<file path="src/sv/sensor_word_frame_checker_core_macros.svh">
// assertion macros shared by the frame checker modules
`ifndef SENSOR_WORD_FRAME_CHECKER_CORE_MACROS_SVH
`define SENSOR_WORD_FRAME_CHECKER_CORE_MACROS_SVH

`ifndef ASSERT_OFF

// plain invariant, checked at every edge outside reset
`define SWFC_ASSERT(lbl, clk, rst, expr, msg) \
   lbl: assert property (@(posedge clk) disable iff (rst) (expr)) else $error(msg);

// same-cycle implication
`define SWFC_ASSERT_IMP(lbl, clk, rst, ante, cons, msg) \
   lbl: assert property (@(posedge clk) disable iff (rst) (ante) |-> (cons)) \
      else $error(msg);

// next-cycle implication
`define SWFC_ASSERT_NXT(lbl, clk, rst, ante, cons, msg) \
   lbl: assert property (@(posedge clk) disable iff (rst) (ante) |=> (cons)) \
      else $error(msg);

`else

`define SWFC_ASSERT(lbl, clk, rst, expr, msg)
`define SWFC_ASSERT_IMP(lbl, clk, rst, ante, cons, msg)
`define SWFC_ASSERT_NXT(lbl, clk, rst, ante, cons, msg)

`endif

`endif

</file>
<file path="src/sv/swfc_pkg.sv">
package swfc_pkg;

   // crc-8 over the two data bytes of a word, msb first
   localparam logic [7:0] CRC_POLY = 8'h31;
   localparam logic [7:0] CRC_INIT = 8'hFF;

   // byte position within the nine-byte frame
   localparam int         POS_W    = 4;
   localparam logic [3:0] LAST_POS = 4'd8;

   // byte role within a word
   localparam logic [1:0] PHASE_HIGH  = 2'd0;
   localparam logic [1:0] PHASE_LOW   = 2'd1;
   localparam logic [1:0] PHASE_CHECK = 2'd2;

   // word index codes
   localparam logic [1:0] WORD_GAS  = 2'd0;
   localparam logic [1:0] WORD_TEMP = 2'd1;
   localparam logic [1:0] WORD_HUM  = 2'd2;

   // scaling: round(coeff * raw / 65535) as floor((2*coeff*raw + 65535) / 131070)
   localparam logic [14:0] TEMP_COEFF = 15'd17500;
   localparam logic [14:0] HUM_COEFF  = 15'd10000;
   localparam int          ROUND_BIAS = 65535;
   localparam int          SCALE_DIV  = 131070;
   localparam int          TEMP_BIAS  = 4500;

   typedef struct packed {
      logic [1:0] phase;
      logic [1:0] widx;
   } pos_type;

   typedef struct packed {
      logic [1:0]  word_index;
      logic [15:0] raw_word;
      logic        check_ok;
      logic        frame_last;
   } word_type;

   // fold one byte into the crc, msb first
   function automatic logic [7:0] crc_fold(input logic [7:0] crc, input logic [7:0] b);
      logic [7:0] c;
      begin
         c = crc ^ b;
         for (int i = 0; i < 8; i++) begin
            if (c[7]) begin
               c = {c[6:0], 1'b0} ^ CRC_POLY;
            end else begin
               c = {c[6:0], 1'b0};
            end
         end
         return c;
      end
   endfunction

   // byte role and word index for a frame position
   function automatic pos_type decode_pos(input logic [3:0] pos);
      pos_type d;
      begin
         unique case (pos) inside
            4'd0, 4'd3, 4'd6: d.phase = PHASE_HIGH;
            4'd1, 4'd4, 4'd7: d.phase = PHASE_LOW;
            default:          d.phase = PHASE_CHECK;
         endcase
         unique case (pos) inside
            4'd0, 4'd1, 4'd2: d.widx = WORD_GAS;
            4'd3, 4'd4, 4'd5: d.widx = WORD_TEMP;
            default:          d.widx = WORD_HUM;
         endcase
         return d;
      end
   endfunction

endpackage

</file>
<file path="src/sv/swfc_if.sv">
// byte channel into the checker
interface swfc_req_if;
   logic       valid;
   logic       ready;
   logic [7:0] data_byte;
   logic       frame_start;

   modport source (output valid, output data_byte, output frame_start, input ready);
   modport sink (input valid, input data_byte, input frame_start, output ready);
endinterface

// checked word channel out of the checker
interface swfc_rsp_if;
   logic               valid;
   logic               ready;
   logic [1:0]         word_index;
   logic [15:0]        raw_word;
   logic               check_ok;
   logic signed [16:0] scaled_value;
   logic               frame_last;

   modport source (output valid, output word_index, output raw_word, output check_ok,
                   output scaled_value, output frame_last, input ready);
   modport sink (input valid, input word_index, input raw_word, input check_ok,
                 input scaled_value, input frame_last, output ready);
endinterface

</file>
<file path="src/sv/sensor_word_frame_checker_core.sv">
// channel    port      dir  payload
// request    req_chan  in   data_byte[7:0], frame_start
// response   rsp_chan  out  word_index[1:0], raw_word[15:0], check_ok,
//                           scaled_value[16:0] signed, frame_last
//
// one byte is taken every cycle while ready is high; a checked word leaves through the word
// register in the framer, then the scaling multiply into the output register
// data bytes give no item; each check byte gives one item
// reset is synchronous: position zero, crc 0xFF, both registers empty
// a stalled response holds its item while one more word waits in the framer register

module sensor_word_frame_checker_core (
   input logic        clock,
   input logic        reset,
   swfc_req_if.sink   req_chan,
   swfc_rsp_if.source rsp_chan
);
   import swfc_pkg::*;

   logic     word_valid;
   logic     word_take;
   word_type word;

   // byte framing and crc check
   swfc_framer u_framer (
      .clock      (clock),
      .reset      (reset),
      .req_chan   (req_chan),
      .word_take  (word_take),
      .word_valid (word_valid),
      .word       (word)
   );

   // scaling and response register
   swfc_scaler u_scaler (
      .clock      (clock),
      .reset      (reset),
      .word_valid (word_valid),
      .word       (word),
      .word_take  (word_take),
      .rsp_chan   (rsp_chan)
   );

endmodule

</file>
<file path="src/sv/swfc_framer.sv">
`include "sensor_word_frame_checker_core_macros.svh"

module swfc_framer (
   input  logic               clock,
   input  logic               reset,
   swfc_req_if.sink           req_chan,
   input  logic               word_take,
   output logic               word_valid,
   output swfc_pkg::word_type word
);
   import swfc_pkg::*;

   logic [POS_W-1:0] pos_ff, pos_in;
   logic [7:0]       crc_ff, crc_in;
   logic [7:0]       high_ff, high_in;
   logic [7:0]       low_ff, low_in;
   logic             word_valid_ff, word_valid_in;
   word_type         word_ff, word_in;

   logic [POS_W-1:0] pos_cur;
   pos_type          dec;
   logic             accept;
   logic             push;

   // a new item fits when the word register is empty or drains this cycle
   assign req_chan.ready = !word_valid_ff || word_take;
   assign accept         = req_chan.valid && req_chan.ready;

   // position of this byte: frame start or an out of range count restarts at zero
   assign pos_cur = (req_chan.frame_start || (pos_ff > LAST_POS)) ? '0 : pos_ff;
   assign dec     = decode_pos(pos_cur);
   assign push    = accept && (dec.phase == PHASE_CHECK);

   // frame tracking, crc and word assembly
   always_comb begin
      pos_in  = pos_ff;
      crc_in  = crc_ff;
      high_in = high_ff;
      low_in  = low_ff;
      word_in = word_ff;
      if (accept) begin
         pos_in = (pos_cur == LAST_POS) ? '0 : pos_cur + 1'b1;
         unique case (dec.phase)
            PHASE_HIGH: begin
               high_in = req_chan.data_byte;
               crc_in  = crc_fold(CRC_INIT, req_chan.data_byte);
            end
            PHASE_LOW: begin
               low_in = req_chan.data_byte;
               crc_in = crc_fold(crc_ff, req_chan.data_byte);
            end
            default: begin
               crc_in             = CRC_INIT;
               word_in.word_index = dec.widx;
               word_in.raw_word   = {high_ff, low_ff};
               word_in.check_ok   = (crc_ff == req_chan.data_byte);
               word_in.frame_last = (dec.widx == WORD_HUM);
            end
         endcase
      end
   end

   // word register occupancy
   always_comb begin
      word_valid_in = word_valid_ff;
      if (push) begin
         word_valid_in = 1'b1;
      end else if (word_take) begin
         word_valid_in = 1'b0;
      end
   end

   always_ff @(posedge clock) begin
      if (reset) begin
         pos_ff        <= '0;
         crc_ff        <= CRC_INIT;
         high_ff       <= '0;
         low_ff        <= '0;
         word_valid_ff <= 1'b0;
      end else begin
         pos_ff        <= pos_in;
         crc_ff        <= crc_in;
         high_ff       <= high_in;
         low_ff        <= low_in;
         word_valid_ff <= word_valid_in;
      end
   end

   // word payload
   always_ff @(posedge clock) begin
      word_ff <= word_in;
   end

   assign word_valid = word_valid_ff;
   assign word       = word_ff;

   // checks
   `SWFC_ASSERT(a_pos_range, clock, reset, pos_ff <= LAST_POS, "frame position out of range")
   `SWFC_ASSERT_NXT(a_push_boundary, clock, reset, push, (pos_ff == 4'd0) || (pos_ff == 4'd3) || (pos_ff == 4'd6), "check byte did not end a word")
   `SWFC_ASSERT_NXT(a_push_crc_init, clock, reset, push, crc_ff == CRC_INIT, "crc not restarted after check byte")

endmodule

</file>
<file path="src/sv/swfc_scaler.sv">
`include "sensor_word_frame_checker_core_macros.svh"

module swfc_scaler (
   input  logic               clock,
   input  logic               reset,
   input  logic               word_valid,
   input  swfc_pkg::word_type word,
   output logic               word_take,
   swfc_rsp_if.source         rsp_chan
);
   import swfc_pkg::*;

   localparam logic signed [16:0] TEMP_MIN = -17'sd4500;
   localparam logic signed [16:0] TEMP_MAX = 17'sd13000;
   localparam logic signed [16:0] HUM_MAX  = 17'sd10000;

   logic               rsp_valid_ff, rsp_valid_in;
   word_type           out_word_ff;
   logic signed [16:0] out_scaled_ff, out_scaled_in;

   logic [14:0] coeff;
   logic [30:0] prod;
   logic [31:0] biased;
   logic [14:0] q_est;
   logic [17:0] rem;
   logic [14:0] quot;
   logic        load;

   // output register takes a word when empty or being drained
   assign load      = !rsp_valid_ff || rsp_chan.ready;
   assign word_take = load;

   // constant-coefficient product, then divide by 131070 as a shift and one correction
   assign coeff  = (word.word_index == WORD_TEMP) ? TEMP_COEFF : HUM_COEFF;
   assign prod   = 31'(word.raw_word) * 31'(coeff);
   assign biased = {prod, 1'b0} + 32'(ROUND_BIAS);
   assign q_est  = biased[31:17];
   assign rem    = 18'(biased[16:0]) + 18'({q_est, 1'b0});
   assign quot   = q_est + 15'(rem >= 18'(SCALE_DIV));

   // scaled value by word index
   always_comb begin
      case (word.word_index)
         WORD_TEMP: out_scaled_in = 17'({2'b00, quot}) - 17'(TEMP_BIAS);
         WORD_HUM:  out_scaled_in = 17'({2'b00, quot});
         default:   out_scaled_in = 17'({1'b0, word.raw_word});
      endcase
   end

   assign rsp_valid_in = load ? word_valid : rsp_valid_ff;

   always_ff @(posedge clock) begin
      if (reset) begin
         rsp_valid_ff <= 1'b0;
      end else begin
         rsp_valid_ff <= rsp_valid_in;
      end
   end

   // result payload
   always_ff @(posedge clock) begin
      if (load && word_valid) begin
         out_word_ff   <= word;
         out_scaled_ff <= out_scaled_in;
      end
   end

   assign rsp_chan.valid        = rsp_valid_ff;
   assign rsp_chan.word_index   = out_word_ff.word_index;
   assign rsp_chan.raw_word     = out_word_ff.raw_word;
   assign rsp_chan.check_ok     = out_word_ff.check_ok;
   assign rsp_chan.scaled_value = out_scaled_ff;
   assign rsp_chan.frame_last   = out_word_ff.frame_last;

   // checks
   `SWFC_ASSERT_IMP(a_temp_range, clock, reset, rsp_valid_ff && (out_word_ff.word_index == WORD_TEMP), (out_scaled_ff >= TEMP_MIN) && (out_scaled_ff <= TEMP_MAX), "temperature out of range")
   `SWFC_ASSERT_IMP(a_hum_range, clock, reset, rsp_valid_ff && (out_word_ff.word_index == WORD_HUM), (out_scaled_ff >= 17'sd0) && (out_scaled_ff <= HUM_MAX), "humidity out of range")
   `SWFC_ASSERT_IMP(a_last_word, clock, reset, rsp_valid_ff, out_word_ff.frame_last == (out_word_ff.word_index == WORD_HUM), "frame_last does not match word index")

endmodule
</file>
<file path="src/flat_wrapper.sv">
// flat-port wrapper written by rule: the top's interface ports become plain ports
module sensor_word_frame_checker_core_flat import swfc_pkg::*;
  (clock, reset, req_chan_valid, req_chan_data_byte, req_chan_frame_start, req_chan_ready, rsp_chan_valid, rsp_chan_word_index, rsp_chan_raw_word, rsp_chan_check_ok, rsp_chan_scaled_value, rsp_chan_frame_last, rsp_chan_ready);
  swfc_req_if req_chan_i ();
  swfc_rsp_if rsp_chan_i ();
  input logic clock;
  input logic reset;
  input wire logic [$bits(req_chan_i.valid)-1:0] req_chan_valid;
  input wire logic [$bits(req_chan_i.data_byte)-1:0] req_chan_data_byte;
  input wire logic [$bits(req_chan_i.frame_start)-1:0] req_chan_frame_start;
  output wire logic [$bits(req_chan_i.ready)-1:0] req_chan_ready;
  output wire logic [$bits(rsp_chan_i.valid)-1:0] rsp_chan_valid;
  output wire logic [$bits(rsp_chan_i.word_index)-1:0] rsp_chan_word_index;
  output wire logic [$bits(rsp_chan_i.raw_word)-1:0] rsp_chan_raw_word;
  output wire logic [$bits(rsp_chan_i.check_ok)-1:0] rsp_chan_check_ok;
  output wire logic [$bits(rsp_chan_i.scaled_value)-1:0] rsp_chan_scaled_value;
  output wire logic [$bits(rsp_chan_i.frame_last)-1:0] rsp_chan_frame_last;
  input wire logic [$bits(rsp_chan_i.ready)-1:0] rsp_chan_ready;
  assign req_chan_i.valid = req_chan_valid;
  assign req_chan_i.data_byte = req_chan_data_byte;
  assign req_chan_i.frame_start = req_chan_frame_start;
  assign req_chan_ready = req_chan_i.ready;
  assign rsp_chan_valid = rsp_chan_i.valid;
  assign rsp_chan_word_index = rsp_chan_i.word_index;
  assign rsp_chan_raw_word = rsp_chan_i.raw_word;
  assign rsp_chan_check_ok = rsp_chan_i.check_ok;
  assign rsp_chan_scaled_value = rsp_chan_i.scaled_value;
  assign rsp_chan_frame_last = rsp_chan_i.frame_last;
  assign rsp_chan_i.ready = rsp_chan_ready;
  sensor_word_frame_checker_core u_core (.clock(clock), .reset(reset), .req_chan(req_chan_i), .rsp_chan(rsp_chan_i));
endmodule
</file>
<file path="config.mk">
export PLATFORM = sky130hd
export DESIGN_NAME = sensor_word_frame_checker_core_flat
export DESIGN_NICKNAME = d
export VERILOG_FILES = /design/src/sv/swfc_pkg.sv /design/src/sv/swfc_if.sv /design/src/sv/sensor_word_frame_checker_core.sv /design/src/sv/swfc_framer.sv /design/src/sv/swfc_scaler.sv /design/src/flat_wrapper.sv
export VERILOG_INCLUDE_DIRS = /design/src /design/src/sv
export SDC_FILE = /design/constraint.sdc
export NUM_CORES = 1
export LEC_CHECK = 0
export BUFFER_PORTS_ARGS = -buffer_cell sky130_fd_sc_hd__buf_2
export CAP_MARGIN = 20
export CORE_MARGIN = 2
export CORE_UTILIZATION = 58
export CTS_CLUSTER_SIZE = 28
export DETAILED_ROUTE_END_ITERATION = 10
export PLACE_DENSITY_LB_ADDON = 0.15
export SYNTH_ARGS = -nofsm -noshare
export SYNTH_HDL_FRONTEND = slang
export SYNTH_SLANG_ARGS = --single-unit
</file>
<file path="constraint.sdc">
create_clock -name clock -period 10.72 [get_ports clock]
set_clock_uncertainty 0.2 [all_clocks]
set_input_delay 2.144 -clock clock [delete_from_list [all_inputs] [get_ports clock]]
set_output_delay 2.144 -clock clock [all_outputs]
set_load 0.05 [all_outputs]
</file>
After elaboration in Yosys (flattened, before gate mapping)
Cells that the tools add are included.
Operators by class
  add/sub/neg operators: 5
  $mul: 1
  equality and inequality tests: 14
  bitwise gates (word level): 19
  shifts and indexed selects: 0
  mux-type cells: 53
  reductions and logical operators: 19
  divide/modulo/power cells: 0
  magnitude comparators: 2
Operators by type and width (number)
  2-to-1 mux 8 bit: 28
  2-to-1 mux 6 bit: 16
  NOT 3 bit: 16
  one-hot mux 17 bit (2 select lines): 1
  adder 32 x 16 -> 32 bit (second input constant): 1
  multiplier 16 x 15 -> 31 bit: 1
  adder 17 x 16 -> 18 bit: 1
  >= comparator 18 x 17 -> 1 bit (second input constant): 1
  == test 4 x 3 -> 1 bit (second input constant): 4
  one-hot mux 8 bit (2 select lines): 1
  subtractor 15 x 13 -> 16 bit (second input constant): 1
  adder 15 x 1 -> 15 bit: 1
  2-to-1 mux 15 bit: 1
  OR reduction 3 bit: 4
  == test 4 x 2 -> 1 bit (second input constant): 2
  == test 8 bit: 1
  2-to-1 mux 4 bit: 2
  NOT 8 bit: 1
  one-hot mux 2 bit (2 select lines): 2
  bitwise XOR 8 bit: 1
  == test 2 bit (second input constant): 3
  AND reduction 2 bit: 3
  adder 4 x 1 -> 4 bit (second input constant): 1
  == test 2 x 1 -> 1 bit (second input constant): 2
  other kinds (12): 18
Storage, ports and cells
  input bits: 13
  register bits after elaboration: 87
  bits in latches: 0
  bits in writable memories: 0
  memory bits (read-only): 0
  output and inout port bits: 39
  logic and storage cells: 128
  memories kept: 0

Depth between registers and ports, before layout
Gate-level depths: netlist of run 1.
  word-level depth: 36
  depth in mapped cells: 48
  mapped depth without buffers: 46

Modules after synthesis
Synthesis of run 1 repeated with hierarchy kept, for this count alone.
Unflattened totals
  cell total of the unflattened synthesis: 1243
  area total of the unflattened synthesis: 11529.8 sq um
By module, submodules not included
  swfc_scaler: seq. area each 1131.1 sq um, cells each 1029, instances 1, area each 9160.0 sq um
  swfc_framer: seq. area each 1151.1 sq um, cells each 214, instances 1, area each 2369.8 sq um

Worst setup path before layout of run 1
OpenSTA, ideal clock, no wires.
  path type: register to register
  from: reg u_core.u_framer.word_ff (netlist bit u_core.u_framer.word[19])
  to: reg u_core.u_scaler.out_scaled_ff[10] (netlist: u_core.u_scaler.rsp_chan.scaled_value[10]) (data pin)
  slack: 0.072 ns
  setup time: 0.272 ns
  data required time: 10.248 ns
  cell stages (with the launch flop): 48
  buffers on the path: 2
  arrival: 10.176 ns
  clock period less this slack: 10.648 ns
  cell sequence: edfxtp_1 inv_1 ha_1 clkbuf_1 clkbuf_1 nand2_1 inv_1 ha_1 inv_1 fa_1 inv_1 fa_1 inv_1 fa_1 inv_1 fa_1 ha_1 ha_1 [12 not listed] a21oi_1 o21ai_0 nor2_1 mux2i_1 a32o_2 o21ai_0 a21o_1 a21oi_1 nor2_1 ha_1 nand2_1 nor2_1 xnor2_1 o211ai_1 and3_1 o22ai_1 xnor2_1 o221ai_1
Between the ends
  longest elaborated chain between the ends: 9
  elaborated cells between the ends (all ways): 10
  those cells by class: 4 x add/sub; 1 x mul; 1 x order compare; 2 x eq/ne; 2 x mux
Ends and longest elaborated chain
  start, declared: RTL line swfc_framer.sv:18  | word_type word_ff, word_in;
  start signal, assigned: RTL line swfc_framer.sv:91  | word_ff <= word_in;
  == test 2 x 1 -> 1 bit: RTL line swfc_scaler.sv:34, swfc_scaler.sv:43
  2-to-1 mux 15 bit: RTL line swfc_scaler.sv:34  | assign coeff = (word.word_index == WORD_TEMP) ? TEMP_COEFF : HUM_COEFF;
  multiplier 16 x 15 -> 31 bit: RTL line swfc_scaler.sv:35  | assign prod = 31'(word.raw_word) * 31'(coeff);
  adder 32 x 16 -> 32 bit: RTL line swfc_scaler.sv:36  | assign biased = {prod, 1'b0} + 32'(ROUND_BIAS);
  adder 17 x 16 -> 18 bit: RTL line swfc_scaler.sv:38  | assign rem = 18'(biased[16:0]) + 18'({q_est, 1'b0});
  >= comparator 18 x 17 -> 1 bit: RTL line swfc_scaler.sv:39  | assign quot = q_est + 15'(rem >= 18'(SCALE_DIV));
  adder 15 x 1 -> 15 bit: RTL line swfc_scaler.sv:39
  subtractor 15 x 13 -> 16 bit: RTL line swfc_scaler.sv:44  | WORD_TEMP: out_scaled_in = 17'({2'b00, quot}) - 17'(TEMP_BIAS);
  one-hot mux 17 bit (2 select lines) (*): RTL line swfc_scaler.sv:43  | case (word.word_index)
  via u_core.u_scaler.out_scaled_in[10]: RTL line swfc_scaler.sv:19  | logic signed [16:0] out_scaled_ff, out_scaled_in;
  end signal, assigned: RTL line swfc_scaler.sv:64  | out_scaled_ff <= out_scaled_in;
  end, declared: RTL line swfc_scaler.sv:19
The timed path passes the listed nets; every way through them passes the cells marked *.
A chain may end at the register's enable or synchronous reset.

Final worst setup path of run 1
  from: reg u_core.u_framer.word_ff (netlist bit u_core.u_framer.word[18])
  to: reg u_core.u_scaler.out_scaled_ff[13] (netlist: u_core.u_scaler.rsp_chan.scaled_value[13]) (data pin)
The elaborated chain is that of the path after synthesis.

==> results.md, run 1 <==
* Result of the run: finished clean
* Final setup fails at 0
* Count of cell types in the netlist at 80
* Area grow syn2layout at 14.0%
* Synth Area in Simple Gates at about 16%
* # IOs at 52
* Nets at 1507
* Num rows at 49
* Final Hold Slack at about 0.22 ns
* Mapped Cells at 1149
* Global-route wire length before repair at 42400 um
* Initial Utilization at 59.1%
* MaxCap Viol Count at 0
* Worst reg2reg setup slack at between 0.4 and 0.5 ns
* Largest family of logic cells by synthesized area: adder cells
* DR WL/cell at 17.8 um
* Top delay family on crit path: adder cells
* CP most frequent cell: inv_1
* Vias per cell at a little under 6
* N_diodes at 0
* Setup crit start kind: register
* CP max stage delay at approximately 0.52 ns
* Largest net degree at the start of global routing at 37
* Post-synthesis compound-gate area fraction at about an eighth
* FF-to-FF Start: u_core.u_framer.word[18]$_DFFE_PP_
* Achievable frequency at between 0.09 and 0.1 GHz
* CTS tree: done
* GPL Wtd Cong at 0.970
* CTS max path bufs at 2
* CP startpoint: u_core.u_framer.word[18]$_DFFE_PP_
* Hold path cells at 0
* Skew-Pair Late Insertion Delay at between 0.3 and 0.4 ns
* RR Endpoint: u_core.u_scaler.rsp_chan.scaled_value[13]$_DFFE_PP_
* Dpl hpwl at 22000 um
* Core footprint at 18000 um2
* Gr usage total at 27.5%
* Vias in the first global route at approximately 8300
* Drt pass-1 iters at 5
* Hold Fails Final Rpt at 0
* Worst-path fanout max at 25
* Critical Path Sink Type: register
* CTS Buf Count at 9
* Antenna violations before repair at 0
* CTS HTree Levels at 3
* Number of synthesized flops with an enable pin at 55
* Final ANT Viol Nets at 0
* Fraction of the mapped netlist area in adder cells at roughly a third
* Worst Tran Pin Value at between 1 and 1.5 ns
* Post-CTS Hold Fix Bufs at 0
* Die area at 19400 um2
* Post-synthesis mux area share at 1.26%
* Synth area leader: fa_1
* Total gr overflow at 0
* Hold Crit Class: reg -> reg
* Slowest cell on crit path: fa_1
* Clock transition at the registers of the reported paths at about 0.06 ns
* R2R depth at 45
* Layout cells sized above 1 at approximately 16%
* Area of the mapped netlist at between 10000 and 15000 um2
* Chip height at around 140 um
* Crit. path cell count at 45
* # clock sinks at 85
* Final WL at 26600 um
* Yosys Warn Count at 0
* Final Cycle Share at a little over nine tenths
* Vias at ~8600
* Max_slew headroom at between 20 and 30%
* Number of port buffers at between 50 and 60
* Max-slew violations at 0
* Register area share after synthesis at between 20% and 30%
* Syn avg cell area at between 9 and 10 um2
* Die X at between 100 and 150 um
* Synth Flop Type: edfxtp_1
* CP endpoint: u_core.u_scaler.rsp_chan.scaled_value[13]$_DFFE_PP_
* Synth top area cells: fa_1 17%, ha_1 17%, edfxtp_1 16%, xnor2_1 5.8%, dfxtp_1 5.7%
* Critical path buffers and inverters at 7
* DR DRC count at 0
* Clock Tree Root: clkbuf_16
* Async SR Flop Fraction at 0%
* Worst EP arrival at around 10 ns
* Setup CP Type: reg -> reg
* Tmin final at just over 10 ns
* Crit path required time at around 11 ns
* Area fraction of the dominant cell type after synthesis at 17.0%
* Seq cells post-synth at 85
* XOR/XNOR share of the synthesized area at under 10%
* 1st-iter DRT viols at around 600
[worst register-to-register path, delay by kind of cell, from the launching register on]
kind                       cells  cell delay [ns]
adders and majority gates     10             3.68
AOI/OAI and AO/OA             14             2.79
and+or+nand+nor               11             2.02
buffers and inverters          7             0.55
DFF                            1             0.41
xor gates and xnor gates       2             0.32
muxes                          1             0.17
[synth_stat cells (5+ instances only)]
master and number:
o21a_1 6, o21ai_0 26, nor2b_1 13, mux2i_1 10, inv_1 140, xor2_1 40
edfxtp_1 55, fa_1 90, nand4_1 9, nor2_1 70, and2_1 12, dfxtp_1 30
nor3_1 23, o21ai_1 5, or3_1 8, o22ai_1 9, nor4_1 7, nand3_1 16
clkbuf_1 29, a31oi_1 9, nand2b_1 11, o211ai_1 5, a21o_1 16, ha_1 144
a22oi_1 7, nand2_1 131, and3_1 7, or2_2 11, a21oi_1 56, xnor2_1 70
[area by class of cell]
class,count,area (um2)
Tap cell,229,287
Timing Repair Buffer,105,673
Fill cell,1456,5860
Multi-Input combinational cell,918,8060
Sequential cell,85,2250
Clock inverter,7,73.8
Inverter,141,529
Clock buffer,9,225
[metrics by stage]
stage                     std cells  util (%)  setup WS (ns)  cell area [um2]  setup TNS, ns
after CTS                      1484      65.7         0.0126            11800              0
final                          1494      67.4          0.433            12100              0
after detailed placement       1468      63.9        -0.0523            11500         -0.104
after global routing           1494      67.4        -0.0602            12100         -0.170
after floorplan                1176         -         0.0723            10700              0
after global placement         1468      63.9          0.160            11500              0
[cell families after synthesis]
| logic type | Yosys count |
|---|---|
| flops | 85 |
| other cells | 2 |
| buf+inv | 173 |
| mux | 13 |
| fa+ha+maj | 234 |
| compound gates | 192 |
| simple gates | 340 |
| xor+xnor | 110 |
[flip-flops by register name, summed over array words and instances, names as in the netlist]
| name | count |
|---|---|
| u_core.u_framer.word | 19 |
| u_core.u_scaler.rsp_chan.scaled_value | 17 |
| u_core.u_scaler.rsp_chan.raw_word | 16 |
| u_core.u_framer.crc_ff | 8 |
| u_core.u_framer.high_ff | 8 |
| u_core.u_framer.low_ff | 8 |
| u_core.u_framer.pos_ff | 4 |
| u_core.u_framer.word_valid | 1 |
| u_core.u_scaler.rsp_chan.check_ok | 1 |
| u_core.u_scaler.rsp_chan.frame_last | 1 |
| u_core.u_scaler.rsp_chan.valid | 1 |
| u_core.u_scaler.rsp_chan.word_index | 1 |
[metal layers]
layer	vias to the layer above	global-route usage [%]	wire length, um
li1	4127	-	-
met1	4174	38.0	11700
met2	273	46.4	13000
met3	40	3.58	1410
met4	0	6.59	585
met5	-	0	0
[cell usage in the layout (no fill, tap or decap), drive strengths merged, types with 40 or more instances in the layout]
cell | netlist | routed
nand2 | 131 | 131
a21oi | 56 | 56
buf | 3 | 105
edfxtp | 55 | 55
fa | 90 | 90
xnor2 | 70 | 70
inv | 140 | 141
nor2 | 70 | 70
ha | 144 | 144
xor2 | 40 | 40
[how the worst min path moves through the flow]
| stage | startpoint | end | slack, ns |
|---|---|---|---|
| floorplan | u_core.u_framer.word[1]$_DFFE_PP_ | u_core.u_scaler.rsp_chan.check_ok$_DFFE_PP_ | 0.20 |
| global placement | u_core.u_framer.word[1]$_DFFE_PP_ | u_core.u_scaler.rsp_chan.check_ok$_DFFE_PP_ | 0.21 |
| detailed placement | u_core.u_framer.word[1]$_DFFE_PP_ | u_core.u_scaler.rsp_chan.check_ok$_DFFE_PP_ | 0.21 |
| CTS | u_core.u_framer.word[1]$_DFFE_PP_ | u_core.u_scaler.rsp_chan.check_ok$_DFFE_PP_ | 0.22 |
| global route | u_core.u_framer.word[1]$_DFFE_PP_ | u_core.u_scaler.rsp_chan.check_ok$_DFFE_PP_ | 0.22 |
| finish | u_core.u_framer.word[1]$_DFFE_PP_ | u_core.u_scaler.rsp_chan.check_ok$_DFFE_PP_ | 0.22 |
[timing repair]
item                       in CTS  in global routing
setup endpoints to repair       4                 14
pin swaps                       0                 12
setup buffers                   0                 10
gates resized for setup         2                 52
Power of run 1 is left out: the tool's default activity adds up to more than one toggle a clock period on the data nets, which glitch-free logic cannot reach.
==> inputs of run 2 (changes only) <==
CORE_ASPECT_RATIO = 0.5   (was not set)
==> run 2 against run 1 <==
  * Hold slack improved by 0.0030 ns
  * Non-clock buffer count grew 32
  * Maximum frequency is 1.6% lower
  * Core utilization rose by 4.8 points
  * Final area up 5.3%
  * Sequential cell count unchanged
  * Die area is 0.34% higher
  * Critical path type unchanged
==> results.md, run 2 (same netlist as run 1, synthesis figures left out) <==
* Final ANT Viol Nets at 0
* Result of the run: finished clean
* Max FFs per register at 19
* Critical hold path startpoint: u_core.u_framer.high_ff[5]$_SDFFE_PP0P_
* N_diodes at 0
* CTS HTree Levels at 3
* Final instance count without filler cells at around 1500
* Worst reg2reg setup slack at 0.27 ns
* FF-to-FF Start: u_core.u_framer.word[19]$_DFFE_PP_
* Global-route wire length before repair at around 44000 um
* Vias in the first global route at ~8500
* Placed cells at about 1500
* Crit path required time at ~11 ns
* Largest net degree at the start of global routing at 37
* Slowest cell on crit path: fa_1
* Total gr overflow at 0
* Die X at 195 um
* Final Worst Setup Slack at around 0.27 ns
* # clock sinks at 85
* Tmin final at around 10 ns
* Post-Layout Inst Area at between 10000 and 15000 um2
* CP most frequent cell: fa_1
* Min-Delay Endpoint: u_core.u_framer.word[15]$_DFFE_PP_
* 1st-iter DRT viols at roughly 570
* Leading cell types in the layout, fill and taps excluded: 135 x inv_1, 124 x ha_1, 123 x nand2_1
* Setup crit start kind: register
* Final setup fails at 0
* Gr usage total at ~29%
* # IOs at 52
* Worst EP arrival at 10.43 ns
* Layout cells sized above 1 at around 22%
* Initial Utilization at 60.1%
* Placement Cell Area at ~11000 um2
* Vias at a little under 9000
* Hold Fails Final Rpt at 0
* Core footprint at around 18000 um2
* Dpl hpwl at around 23000 um
* Final WL at between 20000 and 30000 um
* Skew-Pair Late Insertion Delay at 0.35 ns
* Area grow syn2layout at 20.0%
* Max_slew headroom at 29.3%
* Antenna violations before repair at 0
* Drt pass-1 iters at 5
* RR Endpoint: u_core.u_scaler.rsp_chan.scaled_value[11]$_DFFE_PP_
* Clock transition at the registers of the reported paths at around 0.080 ns
* Final Cycle Share at between 90% and 100%
* Nets at 1539
* Chip height at between 90 and 100 um
* GPL Wtd Cong at between 0.9 and 1
* CTS Buf Count at 9
* # fillers at ~1300
* Clock Tree Root: clkbuf_16
* Die area at 19500 um2
* CTS tree: done
* R2R depth at 41
* CP max stage delay at 0.53 ns
* Vias per cell at ~5.8
* CTS max path bufs at 2
* Worst-path fanout max at 10
* Worst Tran Pin Value at between 1 and 1.5 ns
* DR DRC count at 0
* Num rows at 34
* Pre-CTS setup slack at -0.269 ns
* Critical Path Sink Type: register
* Setup CP Type: reg -> reg
* Hold Crit Class: reg -> reg
* Number of port buffers at 51
* Commonest non-fill, non-tap cell in the layout: inv_1
* Hold path cells at 0
* Max-slew violations at 0
* Achievable frequency at about 0.096 GHz
* DR WL/cell at approximately 19 um
* MaxCap Viol Count at 0
[run 2: critical path: cells and delay by family (launching register included)]
family          cells  cell delay [ns]
simple gates       10             2.08
xor+xnor            2             0.27
mux                 1             0.09
flops               1             0.41
buf+inv             7             0.98
compound gates     11             2.44
fa+ha+maj          10             3.81
[run 2: per-stage QoR]
stage          setup TNS (ns)  hold slack [ns]  utilization [%]
4_1_cts                     0            0.228             68.1
5_1_grt                -0.644            0.230             72.2
3_5_place_dp            -1.77            0.220             65.0
2_1_floorplan               0            0.200                -
6_report                    0            0.223             72.2
3_3_place_gp          -0.0812            0.212             65.0
[run 2: routing by layer]
metal	part of all wire [%]	routed length [um]	track usage, %	vias up
li1	-	-	-	4195
met1	45	13000	41.9	4254
met2	45	13100	45.5	344
met3	8.6	2490	6.34	37
met4	1.7	488	7.63	0
met5	0	0	0	-
[run 2: final cells by class]
cell class	instances	area, um2	area share [%]
Multi-Input combinational cell	918	8470	66.4
Tap cell	234	293	2.30
Clock inverter	6	57.6	0.452
Clock buffer	10	239	1.87
Timing Repair Buffer	137	902	7.08
Inverter	141	533	4.18
Sequential cell	85	2250	17.7
[run 2: worst max path at each step]
stage                                            start                                                   to  slack (ns)
finish              u_core.u_framer.word[19]$_DFFE_PP_  u_core.u_scaler.rsp_chan.scaled_value[11]$_DFFE_PP_        0.27
global route        u_core.u_framer.word[19]$_DFFE_PP_   u_core.u_scaler.rsp_chan.scaled_value[0]$_DFFE_PP_       -0.12
CTS                 u_core.u_framer.word[19]$_DFFE_PP_  u_core.u_scaler.rsp_chan.scaled_value[13]$_DFFE_PP_       0.003
detailed placement  u_core.u_framer.word[18]$_DFFE_PP_  u_core.u_scaler.rsp_chan.scaled_value[15]$_DFFE_PP_       -0.27
global placement    u_core.u_framer.word[18]$_DFFE_PP_   u_core.u_scaler.rsp_chan.scaled_value[9]$_DFFE_PP_       -0.04
floorplan           u_core.u_framer.word[19]$_DFFE_PP_  u_core.u_scaler.rsp_chan.scaled_value[10]$_DFFE_PP_        0.07
[run 2: timing repair]
| item | 4_1_cts | 5_1_grt |
|---|---|---|
| gates resized for setup | 19 | 107 |
| pin swaps | 3 | 26 |
| setup buffers | 24 | 18 |
| endpoints found under the setup margin | 10 | 15 |
| hold buffers | 0 | 0 |
| hold endpoints to repair | 0 | 0 |
Power of run 2 is left out for the same reason.
==> inputs of run 3 (changes only) <==
CORE_ASPECT_RATIO = 0.9   (was 0.5)
RECOVER_POWER = 50   (was not set)
==> run 3 against run 2 <==
  * Worst setup slack better by 0.16 ns
  * Die area is 0.33% lower
  * Maximum frequency is 1.6% higher
  * Non-clock buffer count is 31 lower
  * Global-route usage is 2.2 points lower
  * Sequential cell count stayed put
  * Clock-buffer cell count is 1 lower
  * First-iteration DRC count is 6.3% lower
  * Critical path depth is 3 higher
  * Largest cell class unchanged
  * Highest routed layer unchanged
==> results.md, run 3 (same netlist as run 1, synthesis figures left out) <==
* Result of the run: finished clean
* GPL Wtd Cong at 0.954
* Num rows at 46
* Final Hold Slack at 0.224 ns
* DR DRC count at 0
* Worst EP arrival at roughly 10 ns
* Core footprint at between 15000 and 20000 um2
* Max_slew headroom at 35.4%
* Die area at 19400 um2
* Post-CTS Hold Fix Bufs at 0
* # fillers at approximately 1400
* MaxCap Viol Count at 0
* Final ANT Viol Nets at 0
* R2R depth at 44
* Commonest non-fill, non-tap cell in the layout: inv_1
* RR Endpoint: u_core.u_scaler.rsp_chan.scaled_value[13]$_DFFE_PP_
* Nets at approximately 1500
* N_diodes at 0
* 1st-iter DRT viols at between 500 and 600
* Hold Fails Final Rpt at 0
* Max FFs per register at 19
* CTS HTree Levels at 3
* Crit path required time at 10.72 ns
* Skew-Pair Late Insertion Delay at between 0.3 and 0.4 ns
* Worst-path fanout max at 7
* Leading cell types in the layout, fill and taps excluded: 137 x inv_1, 134 x ha_1, 127 x nand2_1
* Antenna violations before repair at 0
* Final setup fails at 0
* # IOs at 52
* Global-route wire length before repair at approximately 42000 um
* Achievable frequency at ~0.1 GHz
* Layout cells sized above 1 at between 10% and 20%
* CP startpoint: u_core.u_framer.word[18]$_DFFE_PP_
* Chip height at between 100 and 150 um
* Hold Crit Class: reg -> reg
* Worst reg2reg setup slack at around 0.43 ns
* Vias at roughly 8500
* CP endpoint: u_core.u_scaler.rsp_chan.scaled_value[13]$_DFFE_PP_
* Worst Tran Pin Value at ~0.97 ns
* FF-to-FF Start: u_core.u_framer.word[18]$_DFFE_PP_
* Clock Tree Root: clkbuf_16
* Final WL at ~26000 um
* Setup CP Type: reg -> reg
* Area grow syn2layout at 15.2%
* Drt pass-1 iters at 5
* Largest net degree at the start of global routing at 37
* Gr usage total at between 20% and 30%
* CTS max path bufs at 2
* CTS Buf Count at 9
* CP most frequent cell: inv_1
* Setup crit start kind: register
* Max-slew violations at 0
* # clock sinks at 85
* Dpl hpwl at around 22000 um
* Util after Layout at 68.8%
* Number of port buffers at approximately 50
* Final Cycle Share at between 90% and 100%
* Critical Path Sink Type: register
* CP max stage delay at ~0.50 ns
* CTS tree: done
* Vias in the first global route at approximately 8200
* Die X at ~150 um
* DR WL/cell at ~17 um
* Clock transition at the registers of the reported paths at roughly 0.060 ns
* Total gr overflow at 0
* Initial Utilization at 59.7%
* Tmin final at slightly above 10 ns
* Slowest cell on crit path: fa_1
* Vias per cell at 5.66
run 3: changes by cell type in the layout (fill, tap and decap cells not counted), sizes merged:
cell / delta
inv: -4
bufinv: +2
clkbuf: -2
clkinv: +1
clkinvlp: +2
buf: -30
run 3: critical path: cells and delay by family, from the launching register on:
kind	cells	cell delay [ns]
simple gates	11	1.93
xor+xnor	2	0.56
compound gates	14	2.85
mux	1	0.16
fa+ha+maj	10	3.64
buf+inv	6	0.37
flops	1	0.45
run 3: final cells by class:
cell class | count | area, um2 | area share (%)
Inverter | 141 | 533 | 4.36
Clock inverter | 7 | 104 | 0.849
Timing Repair Buffer | 106 | 672 | 5.49
Clock buffer | 9 | 225 | 1.84
Tap cell | 240 | 300 | 2.45
Multi-Input combinational cell | 918 | 8150 | 66.6
Sequential cell | 85 | 2250 | 18.4
run 3: how the worst min path moves through the flow:
stage / slack [ns] / startpoint / cells past startpoint / end
after floorplan: 0.20 / u_core.u_framer.word[1]$_DFFE_PP_ / 0 / u_core.u_scaler.rsp_chan.check_ok$_DFFE_PP_
after global placement: 0.21 / u_core.u_framer.high_ff[3]$_SDFFE_PP0P_ / 0 / u_core.u_framer.word[13]$_DFFE_PP_
after detailed placement: 0.21 / u_core.u_framer.word[1]$_DFFE_PP_ / 0 / u_core.u_scaler.rsp_chan.check_ok$_DFFE_PP_
after CTS: 0.22 / u_core.u_framer.low_ff[7]$_SDFFE_PP0P_ / 0 / u_core.u_framer.word[9]$_DFFE_PP_
after global routing: 0.24 / u_core.u_framer.low_ff[1]$_SDFFE_PP0P_ / 0 / u_core.u_framer.word[3]$_DFFE_PP_
final: 0.22 / u_core.u_framer.low_ff[7]$_SDFFE_PP0P_ / 0 / u_core.u_framer.word[9]$_DFFE_PP_
run 3: what timing repair did:
item | 4_1_cts | 5_1_grt
buffers inserted | 0 | 11
pin swaps | 0 | 16
resized for setup | 3 | 68
endpoints found under the setup margin | 6 | 13
run 3: metrics by stage:
stage	cell area (um2)	setup TNS (ns)	setup WS [ns]	cells
after floorplan	10700	0	0.0723	1176
after global placement	11500	0	0.138	1478
after detailed placement	11500	-0.0370	-0.0370	1478
after CTS	11800	0	0.0494	1494
after global routing	12200	-0.369	-0.116	1506
final	12200	0	0.432	1506
run 3: metal layers:
| metal | vias to the layer above | GRT usage [%] | share of wire, % |
|---|---|---|---|
| li1 | 4125 | - | - |
| met1 | 4086 | 37.5 | 43 |
| met2 | 278 | 43.1 | 48 |
| met3 | 36 | 7.20 | 7.5 |
| met4 | 0 | 5.77 | 1.7 |
| met5 | - | 0 | 0 |
Power of run 3 is left out for the same reason.
